==> config.mk <==
export PLATFORM = sky130hd
export DESIGN_NAME = tcf_sec_div
export DESIGN_NICKNAME = d
export VERILOG_FILES = /design/src/rtl/tcf_pkg.sv /design/src/rtl/tcf_sec_div.sv
export SDC_FILE = /design/constraint.sdc
export NUM_CORES = 2
export LEC_CHECK = 0
export ABC_AREA = 1
export BUFFER_PORTS_ARGS = -buffer_cell sky130_fd_sc_hd__buf_4
export CAP_MARGIN = 0
export CORE_UTILIZATION = 35
export CTS_BUF_LIST = sky130_fd_sc_hd__clkbuf_8
export DETAILED_ROUTE_END_ITERATION = 6
export GPL_TIMING_DRIVEN = 0
export SLEW_MARGIN = 20
export SYNTH_ARGS = -nofsm -noshare
export SYNTH_HDL_FRONTEND = slang
export SYNTH_SLANG_ARGS = --single-unit
==> constraint.sdc <==
create_clock -name clock -period 6.06 [get_ports clock]
set_input_delay 0.606 -clock clock [delete_from_list [all_inputs] [get_ports clock]]
set_output_delay 0.606 -clock clock [all_outputs]
set_load 0.01 [all_outputs]
==> src/rtl/tcf_pkg.sv <==
// Shared constants, transaction types and tables for the timestamp to calendar converter.
package tcf_pkg;

   // Timestamp limits
   localparam logic [63:0] FT_OFFSET = 64'd116444736000000000;
   localparam logic [63:0] US_LIMIT  = 64'd4102444800000000;
   localparam logic [63:0] FT_LIMIT  = 64'd157469184000000000;

   // Seconds divider geometry: one quotient byte per digit, two stages per digit
   localparam int DIV_REM_W   = 24;
   localparam int DIV_QUO_W   = 32;
   localparam int DIV_DIGIT_W = 8;
   localparam int DIV_DIGITS  = DIV_QUO_W / DIV_DIGIT_W;
   localparam logic [DIV_REM_W-1:0] US_DIVISOR = 24'd1000000;
   localparam logic [DIV_REM_W-1:0] FT_DIVISOR = 24'd10000000;

   // Quotient digit estimate: 1e6 = 2^6 * 15625, 1e7 = 2^7 * 78125, then q = (x * M) >> SH
   localparam int                    US_DIV_SHIFT = 6;
   localparam int                    FT_DIV_SHIFT = 7;
   localparam int                    DIV_RECIP_W  = 29;
   localparam int                    DIV_RECIP_SH = 42;
   localparam logic [DIV_RECIP_W-1:0] US_RECIP    = 29'd281474977;
   localparam logic [DIV_RECIP_W-1:0] FT_RECIP    = 29'd56294996;

   // Reciprocals for constant division: q = (x * M) >> SH
   localparam logic [25:0] M675  = 26'd50903317;
   localparam int          SH675 = 35;
   localparam logic [31:0] M10   = 32'hCCCCCCCD;
   localparam int          SH10  = 35;
   localparam logic [16:0] M1461 = 17'd91868;
   localparam int          SH1461 = 27;
   localparam logic [20:0] M1000 = 21'd1073742;
   localparam int          SH1000 = 30;
   localparam logic [17:0] M3600 = 18'd149131;
   localparam int          SH3600 = 29;
   localparam logic [12:0] M60   = 13'd4370;
   localparam int          SH60  = 18;

   // Calendar constants
   localparam logic [16:0] SEC_PER_DAY   = 17'd86400;
   localparam logic [11:0] SEC_PER_HOUR  = 12'd3600;
   localparam logic [5:0]  SEC_PER_MIN   = 6'd60;
   localparam logic [10:0] DAYS_PER_QUAD = 11'd1461;
   localparam logic [8:0]  DAYS_PER_YEAR = 9'd365;
   localparam logic [9:0]  SUB_PER_UNIT  = 10'd1000;
   localparam logic [11:0] BASE_YEAR_M1  = 12'd1969;
   localparam int          MONTHS        = 12;

   // Seconds divider transaction: word holds dividend bits, then quotient bits
   typedef struct packed {
      logic                 func;
      logic                 out_of_range;
      logic [DIV_REM_W-1:0] rem;
      logic [DIV_QUO_W-1:0] word;
   } div_item_type;

   // Calendar transaction handed to the output stage
   typedef struct packed {
      logic        out_of_range;
      logic [11:0] year;
      logic        leap;
      logic [3:0]  month;
      logic [8:0]  doy0;
      logic [4:0]  hour;
      logic [5:0]  minute;
      logic [11:0] ts;
      logic [9:0]  millisecond;
      logic [9:0]  microsecond;
   } cal_item_type;

   // Days before each month in a common year
   function automatic logic [8:0] month_start(input logic [3:0] idx);
      logic [8:0] days;
      unique case (idx)
         4'd0:    days = 9'd0;
         4'd1:    days = 9'd31;
         4'd2:    days = 9'd59;
         4'd3:    days = 9'd90;
         4'd4:    days = 9'd120;
         4'd5:    days = 9'd151;
         4'd6:    days = 9'd181;
         4'd7:    days = 9'd212;
         4'd8:    days = 9'd243;
         4'd9:    days = 9'd273;
         4'd10:   days = 9'd304;
         4'd11:   days = 9'd334;
         default: days = 9'd0;
      endcase
      return days;
   endfunction

endpackage

==> src/rtl/tcf_sec_div.sv <==
// Pipelined constant divider: microseconds or file time units to whole seconds, one quotient byte every two stages.
module tcf_sec_div (
   input  logic                  clock,
   input  logic                  reset,
   input  logic                  in_valid,
   input  tcf_pkg::div_item_type in_item,
   output logic                  up_load,
   input  logic                  down_load,
   output logic                  out_valid,
   output tcf_pkg::div_item_type out_item
);

   localparam int DIGITS   = tcf_pkg::DIV_DIGITS;
   localparam int DIGIT_W  = tcf_pkg::DIV_DIGIT_W;
   localparam int REM_W    = tcf_pkg::DIV_REM_W;
   localparam int QUO_W    = tcf_pkg::DIV_QUO_W;
   localparam int PART_W   = REM_W + DIGIT_W;
   localparam int SCALED_W = PART_W - tcf_pkg::US_DIV_SHIFT;
   localparam int RECIP_W  = tcf_pkg::DIV_RECIP_W;
   localparam int PROD_W   = SCALED_W + RECIP_W;

   // Partial dividend, with the estimated quotient byte already shifted into word
   typedef struct packed {
      logic              func;
      logic              out_of_range;
      logic [PART_W-1:0] part;
      logic [QUO_W-1:0]  word;
   } est_type;

   logic [DIGITS-1:0]     est_valid_ff;
   logic [DIGITS-1:0]     rem_valid_ff;
   logic [DIGITS-1:0]     rem_load;
   logic [DIGITS:0]       pass_load;
   logic [DIGITS-1:0]     src_valid;
   est_type               est_ff [DIGITS];
   est_type               est_in [DIGITS];
   tcf_pkg::div_item_type rem_ff [DIGITS];
   tcf_pkg::div_item_type rem_in [DIGITS];
   tcf_pkg::div_item_type src_item [DIGITS];
   logic [PART_W-1:0]     part;
   logic [SCALED_W-1:0]   scaled;
   logic [RECIP_W-1:0]    recip;
   logic [PROD_W-1:0]     est_prod;
   logic [REM_W-1:0]      divisor;
   logic [PART_W-1:0]     back_prod;

   // Load chain: a stage takes new data when empty or when its contents move on
   always_comb begin
      pass_load[DIGITS] = down_load;
      for (int k = DIGITS - 1; k >= 0; k--) begin
         rem_load[k]  = !rem_valid_ff[k] || pass_load[k+1];
         pass_load[k] = !est_valid_ff[k] || rem_load[k];
      end
   end

   // Feed each digit from the one before it
   always_comb begin
      src_item[0]  = in_item;
      src_valid[0] = in_valid;
      for (int k = 1; k < DIGITS; k++) begin
         src_item[k]  = rem_ff[k-1];
         src_valid[k] = rem_valid_ff[k-1];
      end
   end

   // Estimate one quotient byte: drop the power of two, multiply by the reciprocal
   always_comb begin
      for (int k = 0; k < DIGITS; k++) begin
         part = {src_item[k].rem, src_item[k].word[QUO_W-1 -: DIGIT_W]};
         if (src_item[k].func) begin
            scaled = SCALED_W'(part >> tcf_pkg::FT_DIV_SHIFT);
            recip  = tcf_pkg::FT_RECIP;
         end else begin
            scaled = SCALED_W'(part >> tcf_pkg::US_DIV_SHIFT);
            recip  = tcf_pkg::US_RECIP;
         end
         est_prod = PROD_W'(scaled) * PROD_W'(recip);
         est_in[k].func         = src_item[k].func;
         est_in[k].out_of_range = src_item[k].out_of_range;
         est_in[k].part         = part;
         est_in[k].word         = {src_item[k].word[QUO_W-DIGIT_W-1:0],
                                   est_prod[tcf_pkg::DIV_RECIP_SH +: DIGIT_W]};
      end
   end

   // Form the remainder left after the quotient byte
   always_comb begin
      for (int k = 0; k < DIGITS; k++) begin
         divisor   = est_ff[k].func ? tcf_pkg::FT_DIVISOR : tcf_pkg::US_DIVISOR;
         back_prod = PART_W'(est_ff[k].word[DIGIT_W-1:0]) * PART_W'(divisor);
         rem_in[k].func         = est_ff[k].func;
         rem_in[k].out_of_range = est_ff[k].out_of_range;
         rem_in[k].rem          = REM_W'(est_ff[k].part - back_prod);
         rem_in[k].word         = est_ff[k].word;
      end
   end

   // Advance valid bits
   always_ff @(posedge clock) begin
      if (reset) begin
         est_valid_ff <= '0;
         rem_valid_ff <= '0;
      end else begin
         for (int k = 0; k < DIGITS; k++) begin
            if (pass_load[k]) est_valid_ff[k] <= src_valid[k];
            if (rem_load[k])  rem_valid_ff[k] <= est_valid_ff[k];
         end
      end
   end

   // Advance payload
   always_ff @(posedge clock) begin
      for (int k = 0; k < DIGITS; k++) begin
         if (pass_load[k]) est_ff[k] <= est_in[k];
         if (rem_load[k])  rem_ff[k] <= rem_in[k];
      end
   end

   assign up_load   = pass_load[0];
   assign out_valid = rem_valid_ff[DIGITS-1];
   assign out_item  = rem_ff[DIGITS-1];

endmodule

==> metrics.txt <==
status=finished, violations left; failing checks=negative setup slack; initial antenna violation count=10; root cell of the clock tree=clkbuf_8; RSZ-0062 raised after global routing=true; number of global-route vias before repair=70420; Clock Path Buffers=3; Core Region=0.2691 mm²; number of synthesized flops with an enable pin=464; Worst-path clk slew=0.07 ns; asr flop ratio synth=0%; type of the most critical hold path=input port to flip-flop; Port Buffer Count=120; DP HPWL=230.3 mm; I/O pin count=122; Netlist cell types=44; max frequency=153.7 MHz; Post-Syn Area=0.09504 mm²; final worst path period share=107.4%; fin crit period=6.506 ns; crit path max fanout=8; part of the Yosys area used for sequential elements=14.83%; endpoints failing hold=0; DP Cell Count=14380; GRT Util Overall=19.99%; Die Y=523.1 µm; pins over their slew limit=0; initial core utilization=35.32%; die width=523.1 µm; Residual DRC=0; Clock Sinks=472; WP data required=6.62 ns; Yosys warning count=0; number of buffers created by CTS=89; Setup crit end kind=flip-flop; vias per cell=4.430; # setup viols final=24; share of cells above drive strength 1=14.96%; Worst Max-Slew Pin Slew=0.8574 ns; Worst Skew=0.07313 ns; CTS tree=done; syn_area_per_cell=8.972 µm²; antenna viol nets, final=0; Synth Flop Type=edfxtp_1; row cnt=190; Area Overhead vs Synth=17.20%; Setup WS post-layout=-0.4458 ns; Final Util=41.39%; DR WL/cell=17.77 µm; fillers=26480; H-tree depth=3; first-pass detailed-route iteration total=6; max-cap viol count=0; DRT Wirelength=265.2 mm; Die ar.=0.2736 mm²; Slew headroom=42.23%; Syn Inst Count=10590; Setup CP Type=flip-flop to flip-flop; fin nets=14460; largest net degree at the start of global routing=43; Critical Path Source Type=flip-flop; Final GP Congestion=0.9506; final non-filler cell total=14930; setup TNS=-9.087 ns; Overflow after GRT=0; crit path DAT=7.07 ns; synthesis-stage register bit count=472; Starting DRT DRC Count=3954; Min Hold Slack=0.1281 ns; insertion delay to the later sink of the worst-skew pair=0.88 ns; first-pass GRT wire length=411.7 mm; DR vias=66120
==> Yosys cell counts, drive strengths merged, types with 2 or more instances <==
library cell / instances / area share [%]
and2: 4 / 0.026
edfxtp: 464 / 15
nor4: 2 / 0.013
a21o: 13 / 0.10
o21ai: 92 / 0.48
ha: 1215 / 16
a221o: 2 / 0.021
nor3b: 2 / 0.026
or2: 30 / 0.20
nand2: 1845 / 7.3
xnor2: 38 / 0.35
xor2: 67 / 0.62
o21bai: 18 / 0.15
nand3: 155 / 0.82
conb: 2 / 0.0079
nor2: 573 / 2.3
nand2b: 4 / 0.026
nand4: 51 / 0.34
inv: 3748 / 15
dfxtp: 8 / 0.17
a31oi: 2 / 0.013
a21oi: 168 / 0.88
clkbuf: 148 / 0.58
fa: 1885 / 40
nor3: 18 / 0.12
buf: 23 / 0.12
nand3b: 12 / 0.095
==> layout make-up <==
type                            count  area, µm²  area share (%)
Timing Repair Buffer              522       4718           4.236
Sequential cell                   472      14090           12.65
Clock inverter                     64      558.0          0.5010
Clock buffer                       93       1280           1.149
Buffer                            170       1079          0.9683
Multi-Input combinational cell   6299      70880           63.64
Tap cell                         3552       4444           3.990
Inverter                         3748      14320           12.85
Antenna cell                        5      12.51         0.01123
==> kinds of logic after synthesis <==
logic type,share of synthesized area (%)
buf+inv,15.51
xor+xnor,0.9676
simple gates,11.31
fa+ha+maj,55.70
flops,14.83
other cells,0.007902
compound gates,1.677
==> final timing paths <==
| path | startpoint | cells past startpoint | slack [ns] | to |
|---|---|---|---|---|
| setup / recovery | rem_ff[2][57] | 26 | -0.45 | est_ff[3][6] |
| hold / removal | reset | 2 | 0.13 | rem_valid_ff[1] |
| setup reg to reg | rem_ff[2][57] | 26 | -0.45 | est_ff[3][6] |
| hold reg to reg | est_ff[3][21] | 0 | 0.38 | rem_ff[3][21] |
==> cells in the final DEF (no fill, tap or decap), types with 27 or more instances in the layout <==
cell type / synthesis / final
a21oi_2: 0 / 35
inv_4: 0 / 51
conb_1: 2 / 99
edfxtp_1: 464 / 464
nand2_1: 1836 / 1586
nor2_1: 560 / 303
dlygate4sd3_1: 0 / 46
clkbuf_1: 148 / 142
nand2_2: 7 / 172
xnor2_1: 38 / 38
ha_1: 1215 / 1140
xor2_1: 67 / 64
nor2_4: 5 / 184
a21oi_1: 168 / 133
buf_4: 1 / 402
or2_2: 28 / 27
fa_1: 1885 / 1774
nand3_1: 155 / 136
nand4_1: 50 / 50
fa_2: 0 / 111
clkbuf_8: 0 / 94
inv_1: 3739 / 3512
nand2_4: 2 / 72
o21ai_0: 89 / 79
nor2_2: 8 / 86
buf_12: 0 / 28
ha_4: 0 / 74
inv_2: 9 / 180
buf_6: 0 / 37
==> through the flow <==
stage,setup slack (ns),area (µm²)
after floorplan,-0.02105,96250
after global routing,-0.6616,111400
after global placement,-3.294,101600
after detailed placement,-1.396,101900
after CTS,-0.3968,109300
final,-0.4458,111400
==> sequential cells by signal, summed over array words and instances, names as in the netlist <==
name and flops:
rem_ff 232, est_ff 232, rem_valid_ff 4, est_valid_ff 4
==> layer usage <==
layer | wire length (µm) | vias up | GRT usage [%]
met5 | 50 | - | 0
met4 | 8806 | 8 | 6.047
met3 | 15250 | 354 | 2.853
met2 | 125200 | 1592 | 33.35
met1 | 115900 | 32430 | 26.81
li1 | - | 31740 | -
==> critical path: stages (launching register included) <==
cell	delay, ns
edfxtp_1	0.42
buf_8	0.18
buf_12	0.15
buf_12	0.15
nor2_4	0.17
nor2_4	0.07
buf_6	0.13
fa_1	0.51
inv_2	0.04
fa_1	0.49
fa_1	0.52
fa_2	0.59
fa_2	0.47
fa_1	0.54
inv_2	0.04
fa_2	0.59
inv_2	0.06
ha_4	0.29
nand2_1	0.06
inv_2	0.08
nand2_2	0.08
nor2_4	0.09
nand3_1	0.08
nor2_1	0.13
nand2_2	0.12
nand4_1	0.11
nand2_1	0.06
==> repair_timing <==
item,in CTS,in global routing
hold endpoints to repair,51,0
hold buffers,51,0
pin swaps,343,249
cloned,12,4
resized for setup,906,347
setup endpoints to repair,32,32
buffers inserted,209,117
Power is not shown: default switching activity piles up to over one toggle a cycle in this logic, so the estimate is an artifact.
