===== config.mk =====
export PLATFORM = sky130hd
export DESIGN_NAME = tcf_front
export DESIGN_NICKNAME = d
export VERILOG_FILES = /design/src/rtl/tcf_pkg.sv /design/src/rtl/tcf_front.sv
export SDC_FILE = /design/constraint.sdc
export NUM_CORES = 1
export LEC_CHECK = 0
export ABC_AREA = 1
export BUFFER_PORTS_ARGS = -buffer_cell sky130_fd_sc_hd__buf_2
export CAP_MARGIN = 40
export CELL_PAD_IN_SITES_DETAIL_PLACEMENT = 1
export CELL_PAD_IN_SITES_GLOBAL_PLACEMENT = 2
export CORE_UTILIZATION = 33
export CTS_CLUSTER_SIZE = 20
export DETAILED_ROUTE_END_ITERATION = 10
export PLACE_DENSITY_LB_ADDON = 0.15
export SETUP_SLACK_MARGIN = 0.3
export SYNTH_ARGS = -nofsm -noshare
export SYNTH_HDL_FRONTEND = slang
export SYNTH_SLANG_ARGS = --single-unit

===== constraint.sdc =====
create_clock -name clock -period 2.5 [get_ports clock]
set_input_delay 0.5 -clock clock [delete_from_list [all_inputs] [get_ports clock]]
set_output_delay 0.5 -clock clock [all_outputs]
set_load 0.05 [all_outputs]

===== src/rtl/tcf_pkg.sv =====
// Shared constants, transaction types and tables for the timestamp to calendar converter.
package tcf_pkg;

   // Timestamp limits
   localparam logic [63:0] FT_OFFSET = 64'd116444736000000000;
   localparam logic [63:0] US_LIMIT  = 64'd4102444800000000;
   localparam logic [63:0] FT_LIMIT  = 64'd157469184000000000;

   // Seconds divider geometry: one quotient byte per digit, two stages per digit
   localparam int DIV_REM_W   = 24;
   localparam int DIV_QUO_W   = 32;
   localparam int DIV_DIGIT_W = 8;
   localparam int DIV_DIGITS  = DIV_QUO_W / DIV_DIGIT_W;
   localparam logic [DIV_REM_W-1:0] US_DIVISOR = 24'd1000000;
   localparam logic [DIV_REM_W-1:0] FT_DIVISOR = 24'd10000000;

   // Quotient digit estimate: 1e6 = 2^6 * 15625, 1e7 = 2^7 * 78125, then q = (x * M) >> SH
   localparam int                    US_DIV_SHIFT = 6;
   localparam int                    FT_DIV_SHIFT = 7;
   localparam int                    DIV_RECIP_W  = 29;
   localparam int                    DIV_RECIP_SH = 42;
   localparam logic [DIV_RECIP_W-1:0] US_RECIP    = 29'd281474977;
   localparam logic [DIV_RECIP_W-1:0] FT_RECIP    = 29'd56294996;

   // Reciprocals for constant division: q = (x * M) >> SH
   localparam logic [25:0] M675  = 26'd50903317;
   localparam int          SH675 = 35;
   localparam logic [31:0] M10   = 32'hCCCCCCCD;
   localparam int          SH10  = 35;
   localparam logic [16:0] M1461 = 17'd91868;
   localparam int          SH1461 = 27;
   localparam logic [20:0] M1000 = 21'd1073742;
   localparam int          SH1000 = 30;
   localparam logic [17:0] M3600 = 18'd149131;
   localparam int          SH3600 = 29;
   localparam logic [12:0] M60   = 13'd4370;
   localparam int          SH60  = 18;

   // Calendar constants
   localparam logic [16:0] SEC_PER_DAY   = 17'd86400;
   localparam logic [11:0] SEC_PER_HOUR  = 12'd3600;
   localparam logic [5:0]  SEC_PER_MIN   = 6'd60;
   localparam logic [10:0] DAYS_PER_QUAD = 11'd1461;
   localparam logic [8:0]  DAYS_PER_YEAR = 9'd365;
   localparam logic [9:0]  SUB_PER_UNIT  = 10'd1000;
   localparam logic [11:0] BASE_YEAR_M1  = 12'd1969;
   localparam int          MONTHS        = 12;

   // Seconds divider transaction: word holds dividend bits, then quotient bits
   typedef struct packed {
      logic                 func;
      logic                 out_of_range;
      logic [DIV_REM_W-1:0] rem;
      logic [DIV_QUO_W-1:0] word;
   } div_item_type;

   // Calendar transaction handed to the output stage
   typedef struct packed {
      logic        out_of_range;
      logic [11:0] year;
      logic        leap;
      logic [3:0]  month;
      logic [8:0]  doy0;
      logic [4:0]  hour;
      logic [5:0]  minute;
      logic [11:0] ts;
      logic [9:0]  millisecond;
      logic [9:0]  microsecond;
   } cal_item_type;

   // Days before each month in a common year
   function automatic logic [8:0] month_start(input logic [3:0] idx);
      logic [8:0] days;
      unique case (idx)
         4'd0:    days = 9'd0;
         4'd1:    days = 9'd31;
         4'd2:    days = 9'd59;
         4'd3:    days = 9'd90;
         4'd4:    days = 9'd120;
         4'd5:    days = 9'd151;
         4'd6:    days = 9'd181;
         4'd7:    days = 9'd212;
         4'd8:    days = 9'd243;
         4'd9:    days = 9'd273;
         4'd10:   days = 9'd304;
         4'd11:   days = 9'd334;
         default: days = 9'd0;
      endcase
      return days;
   endfunction

endpackage


===== src/rtl/tcf_front.sv =====
// Input register, range check and dividend preparation for the seconds divider.
module tcf_front (
   input  logic                       clock,
   input  logic                       reset,
   input  logic                       req_valid,
   output logic                       req_ready,
   input  logic                       req_func,
   input  logic [63:0]                req_time_value,
   input  logic                       down_load,
   output logic                       out_valid,
   output tcf_pkg::div_item_type      out_item
);

   logic                  in_valid_ff;
   logic                  in_func_ff;
   logic [63:0]           in_time_ff;
   logic                  prep_valid_ff;
   tcf_pkg::div_item_type prep_ff;
   tcf_pkg::div_item_type prep_in;
   logic                  in_load;
   logic                  prep_load;
   logic                  out_of_range;
   logic [63:0]           ft_diff;
   logic [55:0]           dividend;

   // Each stage loads when empty or when its contents move on
   assign prep_load = !prep_valid_ff || down_load;
   assign in_load   = !in_valid_ff || prep_load;
   assign req_ready = in_load;

   // Capture the incoming transaction
   always_ff @(posedge clock) begin
      if (reset) begin
         in_valid_ff <= 1'b0;
      end else if (in_load) begin
         in_valid_ff <= req_valid;
      end
   end

   always_ff @(posedge clock) begin
      if (in_load && req_valid) begin
         in_func_ff <= req_func;
         in_time_ff <= req_time_value;
      end
   end

   // Check the span and form the dividend; file time is divided by 1e7 directly
   always_comb begin
      ft_diff = in_time_ff - tcf_pkg::FT_OFFSET;
      if (in_func_ff) begin
         out_of_range = (in_time_ff < tcf_pkg::FT_OFFSET) || (in_time_ff >= tcf_pkg::FT_LIMIT);
      end else begin
         out_of_range = in_time_ff >= tcf_pkg::US_LIMIT;
      end
      if (out_of_range) begin
         dividend = 56'd0;
      end else if (in_func_ff) begin
         dividend = ft_diff[55:0];
      end else begin
         dividend = in_time_ff[55:0];
      end
      prep_in.func         = in_func_ff;
      prep_in.out_of_range = out_of_range;
      prep_in.rem          = dividend[55:32];
      prep_in.word         = dividend[31:0];
   end

   // Hold the prepared dividend
   always_ff @(posedge clock) begin
      if (reset) begin
         prep_valid_ff <= 1'b0;
      end else if (prep_load) begin
         prep_valid_ff <= in_valid_ff;
      end
   end

   always_ff @(posedge clock) begin
      if (prep_load) begin
         prep_ff <= prep_in;
      end
   end

   assign out_valid = prep_valid_ff;
   assign out_item  = prep_ff;

endmodule


==> results.json, run 1 <==
{
  "root_buffer": "clkbuf_16",
  "end_kind": "flop",
  "synth_top_area_share": 0.5525,
  "pwr_density_cell_mw_per_mm2": 634.4,
  "cp_top_family": "compound AO/OA/AOI/OAI gates",
  "fin_util": 0.4647,
  "cp_common_cell": "nand2_1",
  "setup-tns-final_ns": 0,
  "drive_gt1_frac": 0.3828,
  "io_buffer_count": 128,
  "seq_area_frac_synth": 0.5585,
  "r2r_end": "out_item[54]",
  "pwr-share-clk": 0.437,
  "clock_skew_ns": 0.01067,
  "seqPwrFrac": 0.429,
  "wl_per_cell_um": 17.47,
  "coreArea_sq_mm": 0.01965,
  "p_int_mw": 4.086,
  "nFillCells": 2321,
  "hpwl_um": 15840,
  "path_cells": "buf_4 > nand2_1 > inv_1 > nand2_1 > nand2_1 > a21oi_1 > o211a_1 > nand2_1 > nand2_1 > nand2_1 > nand2_1 > inv_1",
  "ir_worst_vdd_mv": 0.3676,
  "swShare": 0.2947,
  "status": "completed",
  "gp_congestion": 0.8626,
  "synth_seq_cells": 125,
  "cts_tree": "done",
  "max-clock-path-buffers": 2,
  "max_cap_viol_count": 0,
  "yosys_warnings": 0,
  "first_global_vias": 5924,
  "cpMaxStageDelayCell": "edfxtp_1",
  "htree_levels": 4,
  "wl_um": 21920,
  "cts_hold_buf": 0,
  "synth_area_sq_mm": 0.006685,
  "die_area_sq_mm": 0.02083,
  "path_buf_inv": 3,
  "comb_power_share": 0.134,
  "synth_area_leader_cell": "edfxtp_1",
  "fin_crit_sh": 0.8654,
  "grt_pass1_wl_um": 32690,
  "syn_nets": 834,
  "crit_fanout": 4,
  "dpl_cell_area_sq_mm": 0.007724,
  "post-route-drc-count": 0,
  "antenna_found_initial": 0,
  "start_util": 0.3401,
  "num_vias": 5828,
  "ant_nets": 0,
  "ios": 129,
  "drt_iter0_drc": 301,
  "firstDrtPassIters": 5,
  "globalRouteOverflowTotal": 0,
  "fmax_mhz": 462.2,
  "ys_async_sr_fraction": 0,
  "yosysUniqueCellTypes": 30,
  "holdPathStages": 2,
  "path_depth": 12,
  "synthTopCellsByArea": "edfxtp_1 55%, nand2_1 11%, nor2_1 6.3%",
  "period_minus_slack_ns": 2.163,
  "rr_worst_depth": 12,
  "reg2reg_from": "in_time_ff[46]",
  "cp.arrival_ns": 2.36,
  "synthFlopType": "edfxtp_1",
  "hp-start": "reset",
  "r2r_slack_ns": 0.34,
  "switching_power_mw": 1.708,
  "rsz0062_at_grt": "true",
  "slew_headroom": 0.6361,
  "num_antenna_cells": 0,
  "hold_viol_final": 0,
  "slew_violations": 0,
  "power.total_mw": 5.794,
  "fp.dieW_um": 144.3,
  "multi_input_area_sq_mm": 0.002711,
  "row_count": 51,
  "synth_edf_count": 123,
  "vias_per_cell": 4.644,
  "leakagePower_nw": 4.281,
  "insertion_delay_ns": 0.43,
  "fin_hold_ws_ns": 0.2325,
  "critPathMaxStageDelay_ns": 0.47,
  "synthCells": 764,
  "cp-start-kind": "flop",
  "critPathRequiredTime_ns": 2.70,
  "worstMarginPinSlew_ns": 0.5452,
  "clk_pin_slew_ns": 0.07,
  "synth.avg_cell_area_sq_um": 8.750,
  "cts.sinks": 125,
  "hold_class": "in -> reg",
  "fin_nets": 1047,
  "track_usage": 0.2152,
  "cts_inserted_buffers": 17,
  "final-setup-viol-count": 0,
  "syn_to_final_growth_pct": 36.61,
  "fin_area_sq_mm": 0.009133,
  "grt_max_degree": 66,
  "worstSetupPathType": "reg -> reg",
  "holdPathEnd": "out_valid",
  "seq_area_sq_mm": 0.003737,
  "die_h_um": 144.3
}
-- flip-flops by register name, indices dropped and copies added, names as in the netlist --
signal       count
out_valid        1
out_item        58
in_func_ff       1
in_time_ff      64
in_valid_ff      1
-- cell usage after synthesis (4+ instances only) --
cell	n
xnor2_1	4
inv_2	5
edfxtp_1	123
inv_1	100
nand2_1	199
o21ai_0	18
a21oi_1	20
nand4_1	10
nor3_1	10
nor2_1	112
nor2_2	47
xor2_1	22
buf_6	5
nand3_1	52
nor2_4	4
buf_2	4
nand2_2	4
-- power by group through the flow --
stage	Sequential (mW)	Combinational, mW	Clock, mW
finish	2.48	0.778	2.53
global route	2.49	0.844	2.67
CTS	2.49	0.687	2.59
detailed placement	2.54	0.652	0
global placement	2.54	0.643	0
floorplan	2.66	0.295	0
-- cell usage in the layout (no fill, tap or decap), types with 6 or more instances in the layout --
| master | netlist | routed |
|---|---|---|
| buf_2 | 4 | 128 |
| buf_4 | 2 | 72 |
| nand3_1 | 52 | 47 |
| inv_2 | 5 | 16 |
| nand4_1 | 10 | 10 |
| a21oi_1 | 20 | 18 |
| inv_1 | 100 | 88 |
| o21ai_0 | 18 | 17 |
| edfxtp_1 | 123 | 123 |
| nor2_2 | 47 | 65 |
| xor2_1 | 22 | 18 |
| nor2_1 | 112 | 87 |
| nand2_2 | 4 | 24 |
| nand2_1 | 199 | 174 |
| nor3_1 | 10 | 10 |
| nand3_2 | 2 | 6 |
| nor2_4 | 4 | 11 |
| clkbuf_16 | 0 | 17 |
-- cells by family (layout without fill, tap and decap cells) --
kind of cell | count (synthesis) | after routing | synth area share
AO/OA/AOI/OAI | 43 | 43 | 0.03388
flip-flops | 125 | 125 | 0.5585
XOR/XNOR | 26 | 26 | 0.03406
buffers and inverters | 121 | 347 | 0.07580
adder cells (fa/ha/maj) | 1 | 1 | 0.001871
AND/OR/NAND/NOR | 448 | 448 | 0.2959
-- what timing repair did --
action | CTS | global route
gates cloned | 1 | 0
gates resized for setup | 16 | 74
pin swaps | 2 | 16
buffers inserted | 18 | 48
setup endpoints to repair | 50 | 57
-- worst max path at each step --
stage	from	endpoint	slack, ns
6_report	in_time_ff[46]	out_item[54]	0.34
5_1_grt	in_time_ff[38]	out_item[17]	0.18
4_1_cts	in_time_ff[39]	out_item[25]	0.30
3_5_place_dp	in_time_ff[40]	out_item[5]	0.1
3_3_place_gp	in_time_ff[40]	out_item[32]	0.11
2_1_floorplan	down_load	in_func_ff	0.29
-- cell type report --
cell class / count / area share
Sequential cell: 125 / 0.4092
Multi-Input combinational cell: 518 / 0.2969
Timing Repair Buffer: 209 / 0.1470
Clock buffer: 17 / 0.04658
Inverter: 106 / 0.04480
Tap cell: 265 / 0.03631
Clock inverter: 15 / 0.01918
-- metal layers --
| layer | share of wire | GRT usage |
|---|---|---|
| met5 | 0 | 0 |
| met1 | 0.46 | 0.2806 |
| met4 | 0.015 | 0.05873 |
| met3 | 0.032 | 0.04073 |
| met2 | 0.49 | 0.3631 |
-- stage by stage --
stage	worst slack, ns	cells
after floorplan	0.2899	764
after global placement	0.1111	1156
after detailed placement	0.09759	1156
after CTS	0.3022	1207
after global routing	0.1830	1255
final	0.3366	1255
No activity file was read; power rests on OpenSTA's default activity.
==> run 2: changes to the inputs <==
--- a/config.mk
+++ b/config.mk
@@ -5,7 +5,6 @@
 export SDC_FILE = /design/constraint.sdc
 export NUM_CORES = 1
 export LEC_CHECK = 0
-export ABC_AREA = 1
 export BUFFER_PORTS_ARGS = -buffer_cell sky130_fd_sc_hd__buf_2
 export CAP_MARGIN = 40
 export CELL_PAD_IN_SITES_DETAIL_PLACEMENT = 1
==> constraint.sdc (replaced) <==
create_clock -name clock -period 1.8 [get_ports clock]
set_input_delay 0.36 -clock clock [delete_from_list [all_inputs] [get_ports clock]]
set_output_delay 0.36 -clock clock [all_outputs]
set_load 0.05 [all_outputs]
==> run 2 against run 1 <==
The flow now finishes with violations (negative setup slack). Flip-flop and latch count unchanged. Power increased by 39%. Worst hold slack got worse by 0.13 ns. Wire length decreased by 14%. Maximum frequency decreased by 14%. Highest routed layer unchanged. Clock skew about the same. Core utilization increased by 4.3 points. Register-to-register slack got worse by 1.0 ns. First-iteration DRC count decreased by 27%. Area after synthesis decreased by 8.6%.
==> results.json, run 2 <==
{
  "critPathRequiredTime_ns": 2.05,
  "die_area_sq_mm": 0.01906,
  "ant_nets": 0,
  "cts_hold_buf": 0,
  "rsz0062_at_grt": "true",
  "holdPathStages": 2,
  "critPathMaxStageDelay_ns": 0.54,
  "fmax_mhz": 399.8,
  "end_kind": "flop",
  "die_h_um": 138.0,
  "max_cap_viol_count": 0,
  "start_util": 0.3388,
  "clock_skew_ns": 0.01098,
  "max-clock-path-buffers": 2,
  "synthTopCellsByArea": "edfxtp_1 60%, a21oi_2 4.2%, xnor2_1 3.2%",
  "clk_pin_slew_ns": 0.06,
  "coreArea_sq_mm": 0.01802,
  "nFillCells": 1904,
  "wl_um": 18790,
  "cp_common_cell": "or4_4",
  "syn_to_final_growth_pct": 49.95,
  "cp-start-kind": "flop",
  "wl_per_cell_um": 18.73,
  "seq_area_frac_synth": 0.6114,
  "synth_area_sq_mm": 0.006107,
  "ir_worst_vdd_mv": 0.6490,
  "hpwl_um": 13900,
  "switching_power_mw": 1.998,
  "gp_congestion": 0.8775,
  "antenna_found_initial": 0,
  "p_int_mw": 6.081,
  "synth_area_leader_cell": "edfxtp_1",
  "cts_inserted_buffers": 17,
  "yosysUniqueCellTypes": 58,
  "ios": 129,
  "pwr-share-clk": 0.447,
  "final-setup-viol-count": 57,
  "crit_fanout": 15,
  "drt_iter0_drc": 220,
  "stdcell_count": 1003,
  "track_usage": 0.2022,
  "syn_nets": 562,
  "hold_class": "in -> reg",
  "first_global_vias": 5430,
  "fin_nets": 831,
  "vias_per_cell": 5.099,
  "cp.arrival_ns": 2.75,
  "root_buffer": "clkbuf_16",
  "largest_reg_flops": 64,
  "synth_top_area_share": 0.6048,
  "post-route-drc-count": 0,
  "worstMarginPinSlew_ns": 0.4624,
  "dpl_cell_area_sq_mm": 0.008142,
  "violations": "negative setup slack",
  "final_common_cell": "buf_4",
  "pwr_density_cell_mw_per_mm2": 882.2,
  "swShare": 0.2473,
  "setup_slack_ns": -0.7013,
  "period_minus_slack_ns": 2.501,
  "status": "complete, but fails checks",
  "worstSetupPathType": "reg -> reg",
  "synth_seq_cells": 125,
  "synthFlopType": "edfxtp_1",
  "slew_violations": 0,
  "cts_tree": "done",
  "synthCells": 492,
  "hold_viol_final": 0,
  "power.total_mw": 8.078,
  "fin_area_sq_mm": 0.009158,
  "cpMaxStageDelayCell": "or4_4",
  "io_buffer_count": 128,
  "synth_edf_count": 123,
  "num_vias": 5114,
  "rr_worst_depth": 7,
  "yosys_warnings": 0,
  "leakagePower_nw": 3.768,
  "path_cells": "or4_4 > or4_4 > a2111oi_4 > a21oi_1 > o21bai_4 > buf_12 > a221oi_4",
  "num_antenna_cells": 0,
  "netlist_top_cells_count": "123 x edfxtp_1, 29 x a21oi_2, 27 x clkbuf_1, 27 x nand2_1",
  "slew_headroom": 0.6889,
  "insertion_delay_ns": 0.42,
  "multi_input_area_sq_mm": 0.002444,
  "hp-start": "reset",
  "seq_area_sq_mm": 0.003737,
  "final_cell_mix": "142 x buf_4, 127 x buf_2, 123 x edfxtp_1",
  "row_count": 49,
  "grt_max_degree": 59,
  "synth_most_common_cell": "edfxtp_1",
  "grt_pass1_wl_um": 29730,
  "synth.avg_cell_area_sq_um": 12.41,
  "ys_async_sr_fraction": 0,
  "fp.dieW_um": 138.0,
  "crit_start": "in_time_ff[60]",
  "globalRouteOverflowTotal": 0,
  "reg2reg_from": "in_time_ff[60]",
  "comb_power_share": 0.129,
  "largest-register": "in_time_ff",
  "placed_cells": 958,
  "seqPwrFrac": 0.423,
  "htree_levels": 4,
  "firstDrtPassIters": 4,
  "drive_gt1_frac": 0.5142,
  "fin_crit_sh": 1.390,
  "cts.sinks": 125
}
==> run 2: changes by cell type in the layout (fill, tap and decap cells not counted), moves of 16 or more <==
| cell | change |
|---|---|
| nand2_1 | -149 |
| nand3_1 | -29 |
| xnor2_1 | +17 |
| a21oi_2 | +25 |
| nand2_2 | -24 |
| nor2_2 | -65 |
| inv_1 | -81 |
| nor2_1 | -61 |
| buf_4 | +70 |
| inv_2 | -16 |
==> run 2: critical path: cells and delay by family (launching register included) <==
kind            cells  cell delay (ns)
buf+inv             1             0.18
flops               1             0.36
simple gates        2             0.99
compound gates      4             0.79
==> run 2: routing by layer <==
layer | vias up | global-route usage | routed length, um
met5 | - | 0 | 0
met4 | 0 | 0.06131 | 212
met3 | 15 | 0.04226 | 769
met2 | 119 | 0.3329 | 9259
met1 | 2539 | 0.2673 | 8543
li1 | 2441 | - | -
==> run 2: repair_timing <==
item / 4_1_cts / 5_1_grt
pin swaps: 9 / 3
gates cloned: 2 / 0
setup endpoints to repair: 58 / 58
gates resized for setup: 45 / 23
setup buffers: 5 / 6
==> run 2: logic make-up (layout without fill, tap and decap cells) <==
| kind of cell | after synthesis | count (layout) | share of synthesized area |
|---|---|---|---|
| xor+xnor | 33 | 33 | 0.04733 |
| flops | 125 | 125 | 0.6114 |
| simple gates | 144 | 144 | 0.1264 |
| mux | 3 | 3 | 0.005122 |
| compound gates | 141 | 141 | 0.1744 |
| fa+ha+maj | 1 | 1 | 0.002048 |
| buf+inv | 45 | 327 | 0.03340 |
==> run 2: final cells by class <==
class	instances	share of cell area
sequential	125	0.4081
multi-input combinational	322	0.2668
timing repair buffer	287	0.2224
clock buffer	17	0.04645
tap	229	0.03129
clock inverter	15	0.02118
inverter	8	0.003689
==> run 2: path summary, 6_finish.rpt <==
check / endpoint / slack, ns
worst max-delay path: out_item[54] / -0.70
worst min-delay path: out_valid / 0.11
worst max register to register: out_item[54] / -0.70
worst min register to register: out_valid / 0.54
==> run 2: per-stage QoR <==
| stage | util | setup slack (ns) | hold WS (ns) | TNS (ns) |
|---|---|---|---|---|
| after floorplan | - | -0.5816 | 0.4227 | -36.38 |
| after global placement | 0.4517 | -0.7199 | 0.5033 | -35.69 |
| after detailed placement | 0.4517 | -0.7619 | 0.5302 | -37.60 |
| after CTS | 0.4988 | -0.7080 | 0.08851 | -36.13 |
| after global routing | 0.5081 | -0.8062 | 0.09516 | -41.21 |
| final | 0.5081 | -0.7013 | 0.1062 | -36.01 |
==> run 2: power groups by stage <==
stage          clock (mW)  combinational (mW)  sequential [mW]
4_1_cts              3.70                1.02             3.42
3_3_place_gp            0               0.975             3.47
2_1_floorplan           0               0.351             3.64
6_report             3.61                1.04             3.42
3_5_place_dp            0               0.995             3.48
5_1_grt              3.82                1.12             3.44
==> run 3: changes to the inputs <==
==> constraint.sdc (replaced) <==
create_clock -name clock -period 1.8 [get_ports clock]
set_input_delay 0.09 -clock clock [delete_from_list [all_inputs] [get_ports clock]]
set_output_delay 0.09 -clock clock [all_outputs]
set_load 0.05 [all_outputs]
==> run 3 against run 2 <==
The run still ends with negative setup slack left. Worst hold slack got worse by 0.033 ns. Clock skew decreased by 0.0040 ns. Sequential power about the same. Via count increased by 3.9%. Critical endpoint is now out_item[19]. Highest routed layer unchanged.
==> results.json, run 3 (synthesis gave the netlist of run 2 again) <==
{
  "fin_nets": 892,
  "num_antenna_cells": 0,
  "insertion_delay_ns": 0.43,
  "cp-start-kind": "flop",
  "clock_skew_ns": 0.006956,
  "path_buf_inv": 1,
  "final-setup-viol-count": 57,
  "fin_crit_sh": 1.403,
  "rr_worst_depth": 7,
  "max-clock-path-buffers": 2,
  "fp.dieW_um": 138.0,
  "drive_gt1_frac": 0.4659,
  "crit_fanout": 5,
  "syn_to_final_growth_pct": 60.52,
  "placed_cells": 956,
  "first_global_vias": 5768,
  "firstDrtPassIters": 4,
  "max_cap_viol_count": 0,
  "leakagePower_nw": 4.027,
  "power.total_mw": 8.332,
  "multi_input_area_sq_mm": 0.002425,
  "fin_util": 0.5439,
  "reg2reg_from": "in_time_ff[60]",
  "largest-register": "in_time_ff",
  "wl_per_cell_um": 18.68,
  "grt_util_met3": 0.04295,
  "period_minus_slack_ns": 2.525,
  "grt_max_degree": 66,
  "largest_reg_flops": 64,
  "track_usage": 0.2181,
  "cpMaxStageDelayCell": "or4_4",
  "hold_viol_final": 0,
  "gp_congestion": 0.8757,
  "worstMarginPinSlew_ns": 0.4156,
  "antenna_found_initial": 0,
  "grt_pass1_wl_um": 31970,
  "ant_nets": 0,
  "holdPathStages": 4,
  "nFillCells": 1923,
  "use_met2": 0.3682,
  "start_util": 0.3388,
  "die_area_sq_mm": 0.01906,
  "wl_um": 19880,
  "grt-busiest-layer": "met2",
  "rsz0062_at_grt": "true",
  "die_h_um": 138.0,
  "cp_top_family": "simple AND/OR/NAND/NOR gates",
  "critPathRequiredTime_ns": 2.07,
  "slew_headroom": 0.7223,
  "final_cell_mix": "135 x buf_4, 128 x buf_2, 123 x edfxtp_1",
  "ir_worst_vdd_mv": 0.6416,
  "stdcell_count": 1064,
  "fmax_mhz": 396.0,
  "end_kind": "flop",
  "cp.arrival_ns": 2.80,
  "holdPathEnd": "in_valid_ff",
  "crit_start": "in_time_ff[60]",
  "cts_inserted_buffers": 17,
  "path_cells": "or4_4 > or4_4 > a2111oi_4 > a21oi_2 > o21bai_4 > bufbuf_16 > a21oi_2",
  "cts.sinks": 125,
  "row_count": 49,
  "pwr_density_cell_mw_per_mm2": 850.0,
  "ios": 129,
  "seq_area_sq_mm": 0.003737,
  "slew_violations": 0,
  "hold_class": "in -> reg",
  "final_common_cell": "buf_4",
  "hp-start": "down_load",
  "num_vias": 5316,
  "clk_pin_slew_ns": 0.06,
  "globalRouteOverflowTotal": 0,
  "cts_tree": "done",
  "setup_slack_ns": -0.7252,
  "vias_per_cell": 4.996,
  "gr-usage-met1": 0.2855,
  "r2r_end": "out_item[19]",
  "status": "complete, but fails checks",
  "root_buffer": "clkbuf_16",
  "post-route-drc-count": 0,
  "worstSetupPathType": "reg -> reg",
  "violations": "negative setup slack",
  "htree_levels": 4,
  "io_buffer_count": 128,
  "r2r_slack_ns": -0.73,
  "coreArea_sq_mm": 0.01802,
  "critPathMaxStageDelay_ns": 0.54,
  "hpwl_um": 13200,
  "drt_iter0_drc": 288
}
==> run 3: changes by cell type in the layout (fill, tap and decap cells not counted), sizes merged <==
cell / before / now
dlygate4sd3: 0 / 68
bufinv: 4 / 5
inv: 10 / 9
clkinvlp: 3 / 2
bufbuf: 0 / 1
clkbuf: 17 / 19
buf: 287 / 278
==> run 3: what timing repair did <==
item	in CTS	in global routing
pin swaps	12	2
gates cloned	3	1
setup endpoints to repair	57	57
hold buffers	68	0
hold endpoints to repair	67	0
resized for setup	43	20
setup buffers	4	0
==> run 3: stage by stage <==
stage | instance area, sq um | setup slack (ns) | TNS [ns] | hold WS (ns)
after floorplan | 6177 | -0.5816 | -36.38 | 0.1527
after global placement | 8114 | -0.7211 | -35.74 | 0.2549
after detailed placement | 8114 | -0.7581 | -37.11 | 0.2678
after CTS | 9689 | -0.7422 | -38.20 | 0.04923
after global routing | 9803 | -0.8219 | -42.75 | 0.08078
final | 9803 | -0.7252 | -37.90 | 0.07336
==> run 3: per-layer routing <==
metal	routed length, um	share of wire	up-vias
met5	0	0	-
met4	166	0.0084	0
met3	640	0.032	15
met2	9984	0.50	105
met1	9087	0.46	2631
li1	-	-	2565
==> run 3: worst max path at each step <==
stage                     cells past startpoint  slack (ns)      endpoint
after floorplan                               8       -0.58  out_item[45]
after global placement                        7       -0.72  out_item[54]
after detailed placement                      8       -0.76  out_item[30]
after CTS                                     8       -0.74  out_item[31]
after global routing                          8       -0.82  out_item[52]
final                                         7       -0.73  out_item[19]
==> run 3: cell type report <==
| type | count | area share |
|---|---|---|
| clock inverters | 14 | 0.02195 |
| multi-input cells | 322 | 0.2474 |
| well taps | 229 | 0.02923 |
| clock buffers | 18 | 0.04378 |
| flip-flops and latches | 125 | 0.3812 |
| repair buffers | 348 | 0.2730 |
| inverters | 8 | 0.003446 |
==> run 3: tightest hold or removal path, cell delays in order <==
cell	delay, ns
buf_2	0.11
nor2b_4	0.06
a21oi_1	0.15
nor2_1	0.05
==> run 3: report_power, final <==
group	internal, mW	leakage (nW)	total, mW	switching, mW
clock network	2.46	0.312	3.77	1.31
registers	3.34	1.34	3.42	0.0805
logic	0.507	2.38	1.14	0.632
total	6.31	4.03	8.33	2.03
